<file path="config.mk">
export PLATFORM = sky130hd
export DESIGN_NAME = page_crc32_masked_field_unit_flat
export DESIGN_NICKNAME = d
export VERILOG_FILES = /design/src/rtl/pcrc_pkg.sv /design/src/rtl/pcrc_if.sv /design/src/rtl/page_crc32_masked_field_unit.sv /design/src/flat_wrapper.sv
export SDC_FILE = /design/constraint.sdc
export NUM_CORES = 1
export LEC_CHECK = 0
export BUFFER_PORTS_ARGS = -buffer_cell sky130_fd_sc_hd__buf_2
export CAP_MARGIN = 20
export CORE_ASPECT_RATIO = 0.75
export CORE_MARGIN = 2
export CORE_UTILIZATION = 39
export DETAILED_ROUTE_END_ITERATION = 8
export GPL_ROUTABILITY_DRIVEN = 0
export PLACE_DENSITY = 0.6
export SLEW_MARGIN = 30
export SYNTH_ARGS = -nofsm -noshare
export SYNTH_HDL_FRONTEND = slang
export SYNTH_SLANG_ARGS = --single-unit
</file>
<file path="constraint.sdc">
create_clock -name clk -period 5.5 [get_ports clk]
set_input_delay 0.55 -clock clk [delete_from_list [all_inputs] [get_ports clk]]
set_output_delay 0.55 -clock clk [all_outputs]
set_load 0.01 [all_outputs]
</file>
<file path="src/rtl/pcrc_pkg.sv">
// Package: shared constants, types and the byte-wise CRC-32 fold for the page CRC unit.
`default_nettype none

package pcrc_pkg;

    // Page size in bytes; position counter width follows from it.
    localparam int PAGE_BYTES = 4096;
    localparam int POS_W      = $clog2(PAGE_BYTES);
    localparam int OFF_W      = 12;
    localparam int CMP_W      = (POS_W > OFF_W) ? POS_W : OFF_W;
    localparam int FIELD_BYTES = 4;

    localparam logic [31:0] CRC_POLY = 32'hEDB8_8320;
    localparam logic [31:0] CRC_INIT = 32'hFFFF_FFFF;

    localparam int CFG_IDX_W  = 1;
    localparam int CFG_DATA_W = 12;

    typedef enum logic [CFG_IDX_W-1:0] {
        REG_PAGE_MODE    = 1'b0,
        REG_FIELD_OFFSET = 1'b1
    } cfg_reg_t;

    typedef logic [POS_W-1:0] pos_t;

    // One byte folded into a reflected CRC-32, eight shift steps.
    function automatic logic [31:0] fold_byte(input logic [31:0] crc, input logic [7:0] b);
        logic [31:0] x;
        x = {24'd0, crc[7:0] ^ b};
        for (int i = 0; i < 8; i++) begin
            x = x[0] ? ((x >> 1) ^ CRC_POLY) : (x >> 1);
        end
        return (crc >> 8) ^ x;
    endfunction

endpackage

`default_nettype wire

</file>
<file path="src/rtl/pcrc_if.sv">
// Interfaces: byte input channel, checksum output channel and configuration write channel.
`default_nettype none

interface pcrc_byte_if;
    logic       valid;
    logic       ready;
    logic [7:0] byte_value;
    logic       last_byte;

    modport source (output valid, output byte_value, output last_byte, input ready);
    modport sink   (input valid, input byte_value, input last_byte, output ready);
endinterface

interface pcrc_sum_if;
    logic        valid;
    logic        ready;
    logic [31:0] checksum;

    modport source (output valid, output checksum, input ready);
    modport sink   (input valid, input checksum, output ready);
endinterface

interface pcrc_cfg_if;
    logic                            valid;
    logic                            ready;
    logic [pcrc_pkg::CFG_IDX_W-1:0]  index;
    logic [pcrc_pkg::CFG_DATA_W-1:0] data;

    modport source (output valid, output index, output data, input ready);
    modport sink   (input valid, input index, input data, output ready);
endinterface

`default_nettype wire

</file>
<file path="src/rtl/page_crc32_masked_field_unit.sv">
// Top level: byte-serial reflected CRC-32 with plain-stream and fixed-page modes.
//
// One byte word per cycle, sustained, unless a byte that closes a message is
// held behind a waiting checksum (see below). An accepted byte sits in the
// input stage and is folded into the running CRC as it leaves that stage.
// When it closes a message, its checksum goes to the output register then
// and shows on sum_ch. The combinational byte fold (eight shift/xor steps of
// the 0xEDB88320 polynomial) sets the rate. In plain mode (page_mode = 0) a
// checksum word is produced on the byte flagged last_byte. In page mode the
// unit counts bytes in a page of pcrc_pkg::PAGE_BYTES, folds the four bytes
// starting at field_offset as zeros, and produces the checksum after the
// final byte of the page, ignoring last_byte. After each checksum the CRC
// returns to all ones and the position to zero. Config writes (cfg_ch, always
// ready) are meant for idle periods; they never touch the running CRC or
// position. A finished checksum waiting on sum_ch does not stop the input by
// itself: bytes keep flowing through the input stage until the next byte that
// closes a message reaches it. That byte holds the input until the waiting
// checksum is taken.
`default_nettype none

module page_crc32_masked_field_unit (
    input  wire logic       clk,
    input  wire logic       rst_n,
    pcrc_byte_if.sink       data_ch,
    pcrc_sum_if.source      sum_ch,
    pcrc_cfg_if.sink        cfg_ch
);

    // Configuration registers
    logic                      page_mode_reg;
    logic [pcrc_pkg::OFF_W-1:0] field_offset_reg;

    // Input-side position tracking
    pcrc_pkg::pos_t pos_reg, pos_next;

    // Input stage
    logic       s1_valid_reg, s1_valid_next;
    logic [7:0] s1_byte_reg;
    logic       s1_emit_reg;

    // CRC and output stage
    logic [31:0] crc_reg, crc_next;
    logic        out_valid_reg, out_valid_next;
    logic [31:0] checksum_reg;

    logic        data_acc;
    logic        s1_adv;
    logic        in_mask;
    logic        in_emit;
    logic        page_end;
    logic [pcrc_pkg::CMP_W-1:0] pos_ext, off_ext, pos_diff;
    logic [31:0] crc_fold;

    // ---------------- configuration ----------------
    assign cfg_ch.ready = 1'b1;

    always_ff @(posedge clk or negedge rst_n) begin
        if (!rst_n)
        begin
            page_mode_reg    <= 1'b0;
            field_offset_reg <= '0;
        end
        else if (cfg_ch.valid)
        begin
            unique case (pcrc_pkg::cfg_reg_t'(cfg_ch.index))
                pcrc_pkg::REG_PAGE_MODE:    page_mode_reg    <= cfg_ch.data[0];
                pcrc_pkg::REG_FIELD_OFFSET: field_offset_reg <= cfg_ch.data[pcrc_pkg::OFF_W-1:0];
                default: ;
            endcase
        end
    end

    // ---------------- handshakes ----------------
    // Stage 1 moves on unless it carries a result and the output is blocked.
    assign s1_adv        = s1_valid_reg && (!s1_emit_reg || !out_valid_reg || sum_ch.ready);
    assign data_ch.ready = !s1_valid_reg || s1_adv;
    assign data_acc      = data_ch.valid && data_ch.ready;

    // ---------------- position / mask at input ----------------
    assign pos_ext  = pcrc_pkg::CMP_W'(pos_reg);
    assign off_ext  = pcrc_pkg::CMP_W'(field_offset_reg);
    assign pos_diff = pos_ext - off_ext;
    assign page_end = (pos_reg >= pcrc_pkg::POS_W'(pcrc_pkg::PAGE_BYTES - 1));

    always_comb
    begin
        in_mask  = 1'b0;
        in_emit  = data_ch.last_byte;
        pos_next = pos_reg;
        if (!page_mode_reg)
        begin
            if (data_acc)
                pos_next = '0;
        end
        else
        begin
            // Field bytes past the page end never arrive, so no clipping needed.
            in_mask = (pos_ext >= off_ext) &&
                      (pos_diff < pcrc_pkg::CMP_W'(pcrc_pkg::FIELD_BYTES));
            in_emit = page_end;
            if (data_acc)
                pos_next = page_end ? '0 : pos_reg + pcrc_pkg::POS_W'(1);
        end
    end

    always_ff @(posedge clk or negedge rst_n) begin
        if (!rst_n)
            pos_reg <= '0;
        else
            pos_reg <= pos_next;
    end

    // ---------------- input stage ----------------
    always_comb
    begin
        s1_valid_next = s1_valid_reg;
        if (data_acc)
            s1_valid_next = 1'b1;
        else if (s1_adv)
            s1_valid_next = 1'b0;
    end

    always_ff @(posedge clk or negedge rst_n) begin
        if (!rst_n)
            s1_valid_reg <= 1'b0;
        else
            s1_valid_reg <= s1_valid_next;
    end

    always_ff @(posedge clk) begin
        if (data_acc)
        begin
            s1_byte_reg <= in_mask ? 8'h00 : data_ch.byte_value;
            s1_emit_reg <= in_emit;
        end
    end

    // ---------------- CRC fold and output register ----------------
    assign crc_fold = pcrc_pkg::fold_byte(crc_reg, s1_byte_reg);

    always_comb
    begin
        crc_next       = crc_reg;
        out_valid_next = out_valid_reg;
        if (out_valid_reg && sum_ch.ready)
            out_valid_next = 1'b0;
        if (s1_adv)
        begin
            crc_next = s1_emit_reg ? pcrc_pkg::CRC_INIT : crc_fold;
            if (s1_emit_reg)
                out_valid_next = 1'b1;
        end
    end

    always_ff @(posedge clk or negedge rst_n) begin
        if (!rst_n)
        begin
            crc_reg       <= pcrc_pkg::CRC_INIT;
            out_valid_reg <= 1'b0;
        end
        else
        begin
            crc_reg       <= crc_next;
            out_valid_reg <= out_valid_next;
        end
    end

    always_ff @(posedge clk) begin
        if (s1_adv && s1_emit_reg)
            checksum_reg <= ~crc_fold;
    end

    assign sum_ch.valid    = out_valid_reg;
    assign sum_ch.checksum = checksum_reg;

    // ---------------- assertions ----------------
    // CRC restarts from all ones after a word closes a message.
    a_crc_restart: assert property (@(posedge clk) disable iff (!rst_n)
        (s1_adv && s1_emit_reg) |=> (crc_reg == pcrc_pkg::CRC_INIT))
        else $error("CRC not preset after checksum");

    // Plain-mode bytes keep the page position at zero.
    a_plain_pos: assert property (@(posedge clk) disable iff (!rst_n)
        (data_acc && !page_mode_reg) |=> (pos_reg == '0))
        else $error("position moved in plain mode");

    // A blocked result in the input stage must stall the input.
    a_stall: assert property (@(posedge clk) disable iff (!rst_n)
        (s1_valid_reg && s1_emit_reg && out_valid_reg && !sum_ch.ready) |-> !data_ch.ready)
        else $error("input accepted over a blocked result");

    // Position never leaves the page.
    a_pos_range: assert property (@(posedge clk) disable iff (!rst_n)
        data_acc |=> (pos_reg <= pcrc_pkg::POS_W'(pcrc_pkg::PAGE_BYTES - 1)))
        else $error("position beyond page end");

endmodule

`default_nettype wire
</file>
<file path="src/flat_wrapper.sv">
// flat-port wrapper written by rule: the top's interface ports become plain ports
module page_crc32_masked_field_unit_flat 
  (clk, rst_n, data_ch_valid, data_ch_byte_value, data_ch_last_byte, data_ch_ready, sum_ch_valid, sum_ch_checksum, sum_ch_ready, cfg_ch_valid, cfg_ch_index, cfg_ch_data, cfg_ch_ready);
  pcrc_byte_if data_ch_i ();
  pcrc_sum_if sum_ch_i ();
  pcrc_cfg_if cfg_ch_i ();
  input  wire logic clk;
  input  wire logic rst_n;
  input wire logic [$bits(data_ch_i.valid)-1:0] data_ch_valid;
  input wire logic [$bits(data_ch_i.byte_value)-1:0] data_ch_byte_value;
  input wire logic [$bits(data_ch_i.last_byte)-1:0] data_ch_last_byte;
  output wire logic [$bits(data_ch_i.ready)-1:0] data_ch_ready;
  output wire logic [$bits(sum_ch_i.valid)-1:0] sum_ch_valid;
  output wire logic [$bits(sum_ch_i.checksum)-1:0] sum_ch_checksum;
  input wire logic [$bits(sum_ch_i.ready)-1:0] sum_ch_ready;
  input wire logic [$bits(cfg_ch_i.valid)-1:0] cfg_ch_valid;
  input wire logic [$bits(cfg_ch_i.index)-1:0] cfg_ch_index;
  input wire logic [$bits(cfg_ch_i.data)-1:0] cfg_ch_data;
  output wire logic [$bits(cfg_ch_i.ready)-1:0] cfg_ch_ready;
  assign data_ch_i.valid = data_ch_valid;
  assign data_ch_i.byte_value = data_ch_byte_value;
  assign data_ch_i.last_byte = data_ch_last_byte;
  assign data_ch_ready = data_ch_i.ready;
  assign sum_ch_valid = sum_ch_i.valid;
  assign sum_ch_checksum = sum_ch_i.checksum;
  assign sum_ch_i.ready = sum_ch_ready;
  assign cfg_ch_i.valid = cfg_ch_valid;
  assign cfg_ch_i.index = cfg_ch_index;
  assign cfg_ch_i.data = cfg_ch_data;
  assign cfg_ch_ready = cfg_ch_i.ready;
  page_crc32_masked_field_unit u_core (.clk(clk), .rst_n(rst_n), .data_ch(data_ch_i), .sum_ch(sum_ch_i), .cfg_ch(cfg_ch_i));
endmodule
</file>
==> flow_summary.toml <==
[route]
first_pass_iters = 5
viasPerCell = 5.05
routedWlPerCell_um = 15.5
via_count = 3331
final_antenna_net_count = 0
routed_wl_um = 10200
drc = 0
drtIter0Drc = 248

[logic_synthesis]
yosys.area.top_type = "edfxtp_1"
synth_enable_flop_cells = 41
yosys.area_share.simple_pct = 9.00
synth-compound-area-share_pct = 9.87
synthTopCellsByArea = "edfxtp_1 (25%), dfstp_2 (17%), dfrtp_1 (13%)"
ys_types = 43
syn-num-nets = 465
synth_mux_area_share_pct = 3.71
synth-seq-cells = 100
synth_top_family_by_area = "XOR/XNOR gates"
synth_seq_area_share_pct = 54.7
synth_fa_ha_area_share_pct = 3.24
avgSynthCellArea_um2 = 11.8
syn_area_um2 = 5020
synth-xor-area-share_pct = 16.4
async_reset_ff_share_pct = 59.0
netlist_instances = 425
yosys_warnings = 0
synthFlopType = "edfxtp_1"
synth_top_area_share_pct = 24.5

[clock_tree]
clock_latency_ns = 0.35
clk_pin_slew_ns = 0.07
clk_path_buf_depth = 2
cts_hold_buf = 0
cts_tree = "yes"
htreeDepth = 3
cts_setup_buffers = 0
cts-root-buf = "clkbuf_16"
post_cts_resized = 0
cts_sinks = 100
cts_buffers = 9

[setup_path]
max_stage_delay_ns = 0.56
crit_fanout = 8
cp.arrival_ns = 2.99
crit_chain = "ha_1 > xor2_1 > or4_1 > a221oi_1 > nand4b_1 > a2111oi_4 > a31oi_1"
crit_buf_inv = 0
slowest_stage = "a2111oi_4"
critical_path_class = "flop to flop"
crit_path_start_kind = "flop"
crit_family = "compound AO/OA/AOI/OAI gates"
end_kind = "flop"
cp.required_ns = 5.56

[global_route]
grt_overflow_total = 0
grt_pass1_vias = 3157
grt_pass1_wl_um = 16800
grt_usage_pct = 16.0
grt_max_degree = 60
antenna_found_initial = 0

[power_and_ir_drop]
leakage_nw = 2.43
clkPwrFrac_pct = 17.3
seq_power_share_pct = 36.5
comb_power_share_pct = 46.2
vdd_drop_max_mv = 0.326
switching_power_mw = 1.46
p_per_area_nw_per_um2 = 659
p_total_mw = 3.83
sw_frac_of_total_pct = 38.2
power.internal_mw = 2.37

[floorplanning]
die_area_um2 = 13800
core_area_um2 = 12400
start_util_pct = 40.4
die_w_um = 135
io_pins = 62
placementRows = 35
chipHeight_um = 102

[placed_design]
port_buffers = 60
dp.cells = 643
dp.final_hpwl_um = 7290
place_area_um2 = 5510

[final_layout]
antenna_cells = 0
area_growth_pct = 15.9
nets = 528
fin_cells = 659
utilization_pct = 46.8
stdcell_area_um2 = 5820
layout-drive-gt1-share_pct = 28.4

[sta]
fin_crit_sh_pct = 53.2
slew_viol_final = 0
rsz0062_at_grt = "false"
worst_slew_pin_slew_ns = 0.832
period_needed_ns = 2.92
setup-tns-final_ns = 0
setup_viol = 0
finalHoldViolations = 0
final.setup_skew_ns = 0.00692
maxSlewHeadroom_pct = 44.1
max_clock_freq_mhz = 342

[status]
status = "complete, no violations"

[run]
cap_violations = 0

[hold_path]
min_path_type = "input port to asynchronous set/reset pin"
-- logic make-up (layout without fill, tap and decap cells) --
family	count (synthesis)	count (layout)
fa+ha+maj	13	13
compound gates	79	79
xor+xnor	80	80
flops	100	100
mux	17	17
other cells	1	1
simple gates	97	97
buf+inv	38	106
-- synth_stat cells, types with 4 or more instances --
master / count
o21ai_0: 6
a31oi_1: 13
o31ai_1: 6
nand2_1: 23
inv_1: 27
dfstp_2: 32
nor2b_1: 4
a21o_1: 7
clkbuf_1: 10
dfrtp_1: 27
xnor2_2: 8
xor2_1: 28
xnor2_1: 40
nor2_1: 41
mux2i_1: 4
mux2_2: 13
ha_1: 13
edfxtp_1: 41
nand3_1: 7
a21oi_1: 36
-- cell type report --
type	count	area (µm²)
fill	1140	6620
sequential	100	2750
multi-input combinational	287	2130
timing repair buffer	63	323
clock buffer	9	225
tap	166	208
inverter	27	101
clock inverter	7	87.6
-- final timing paths --
check,cells after the start,startpoint,slack (ns),to
min in group clk,2,data_ch_valid,0.43,u_core.s1_valid_reg
setup / recovery,7,u_core.pos_ext[3],2.58,u_core.s1_byte_reg[7]
setup reg to reg,7,u_core.pos_ext[3],2.58,u_core.s1_byte_reg[7]
max in group asynchronous,2,rst_n,4.63,u_core.sum_ch.valid
hold / removal,2,rst_n,0.35,u_core.field_offset_reg[4]
hold reg to reg,1,u_core.field_offset_reg[10],0.51,u_core.field_offset_reg[10]
-- through the flow --
stage	setup WS, ns	hold WS (ns)
final	2.58	0.352
after global routing	2.41	0.417
after CTS	2.60	0.384
after detailed placement	2.62	0.496
after global placement	2.68	0.492
after floorplan	2.86	0.254
-- power groups by stage --
stage	registers, mW	logic [mW]	clock network [mW]
after global routing	1.43	1.96	0.713
after global placement	1.40	1.77	0
after CTS	1.40	1.79	0.684
final	1.40	1.77	0.662
after floorplan	1.45	1.26	0
after detailed placement	1.41	1.78	0
-- layer usage --
layer / vias up / part of all wire (%) / global-route usage, %
li1: 1608 / - / -
met1: 1609 / 53 / 25.3
met2: 101 / 41 / 21.7
met3: 13 / 5.3 / 3.47
met4: 0 / 1.3 / 4.33
met5: - / 0 / 0
-- layout by cell type, fill, tap and decap left out, drive strengths merged, types with 2 or more instances in the layout --
| cell type | instances |
|---|---|
| o211ai | 2 |
| nand3 | 7 |
| inv | 31 |
| xnor2 | 48 |
| nand4 | 3 |
| a2111oi | 3 |
| xor2 | 32 |
| nor2b | 4 |
| nand4b | 2 |
| mux2 | 13 |
| ha | 13 |
| dfstp | 32 |
| o22ai | 2 |
| clkbuf | 9 |
| or4 | 2 |
| a41oi | 2 |
| mux2i | 4 |
| nand2 | 23 |
| or2 | 2 |
| and3 | 2 |
| a21oi | 36 |
| buf | 63 |
| and2 | 2 |
| a31oi | 13 |
| a21o | 7 |
| and4 | 2 |
| clkinv | 2 |
| o21ai | 6 |
| o31ai | 6 |
| dfrtp | 27 |
| edfxtp | 41 |
| nor2 | 41 |
| nand2b | 3 |
Power figures use the tool's default switching activity.
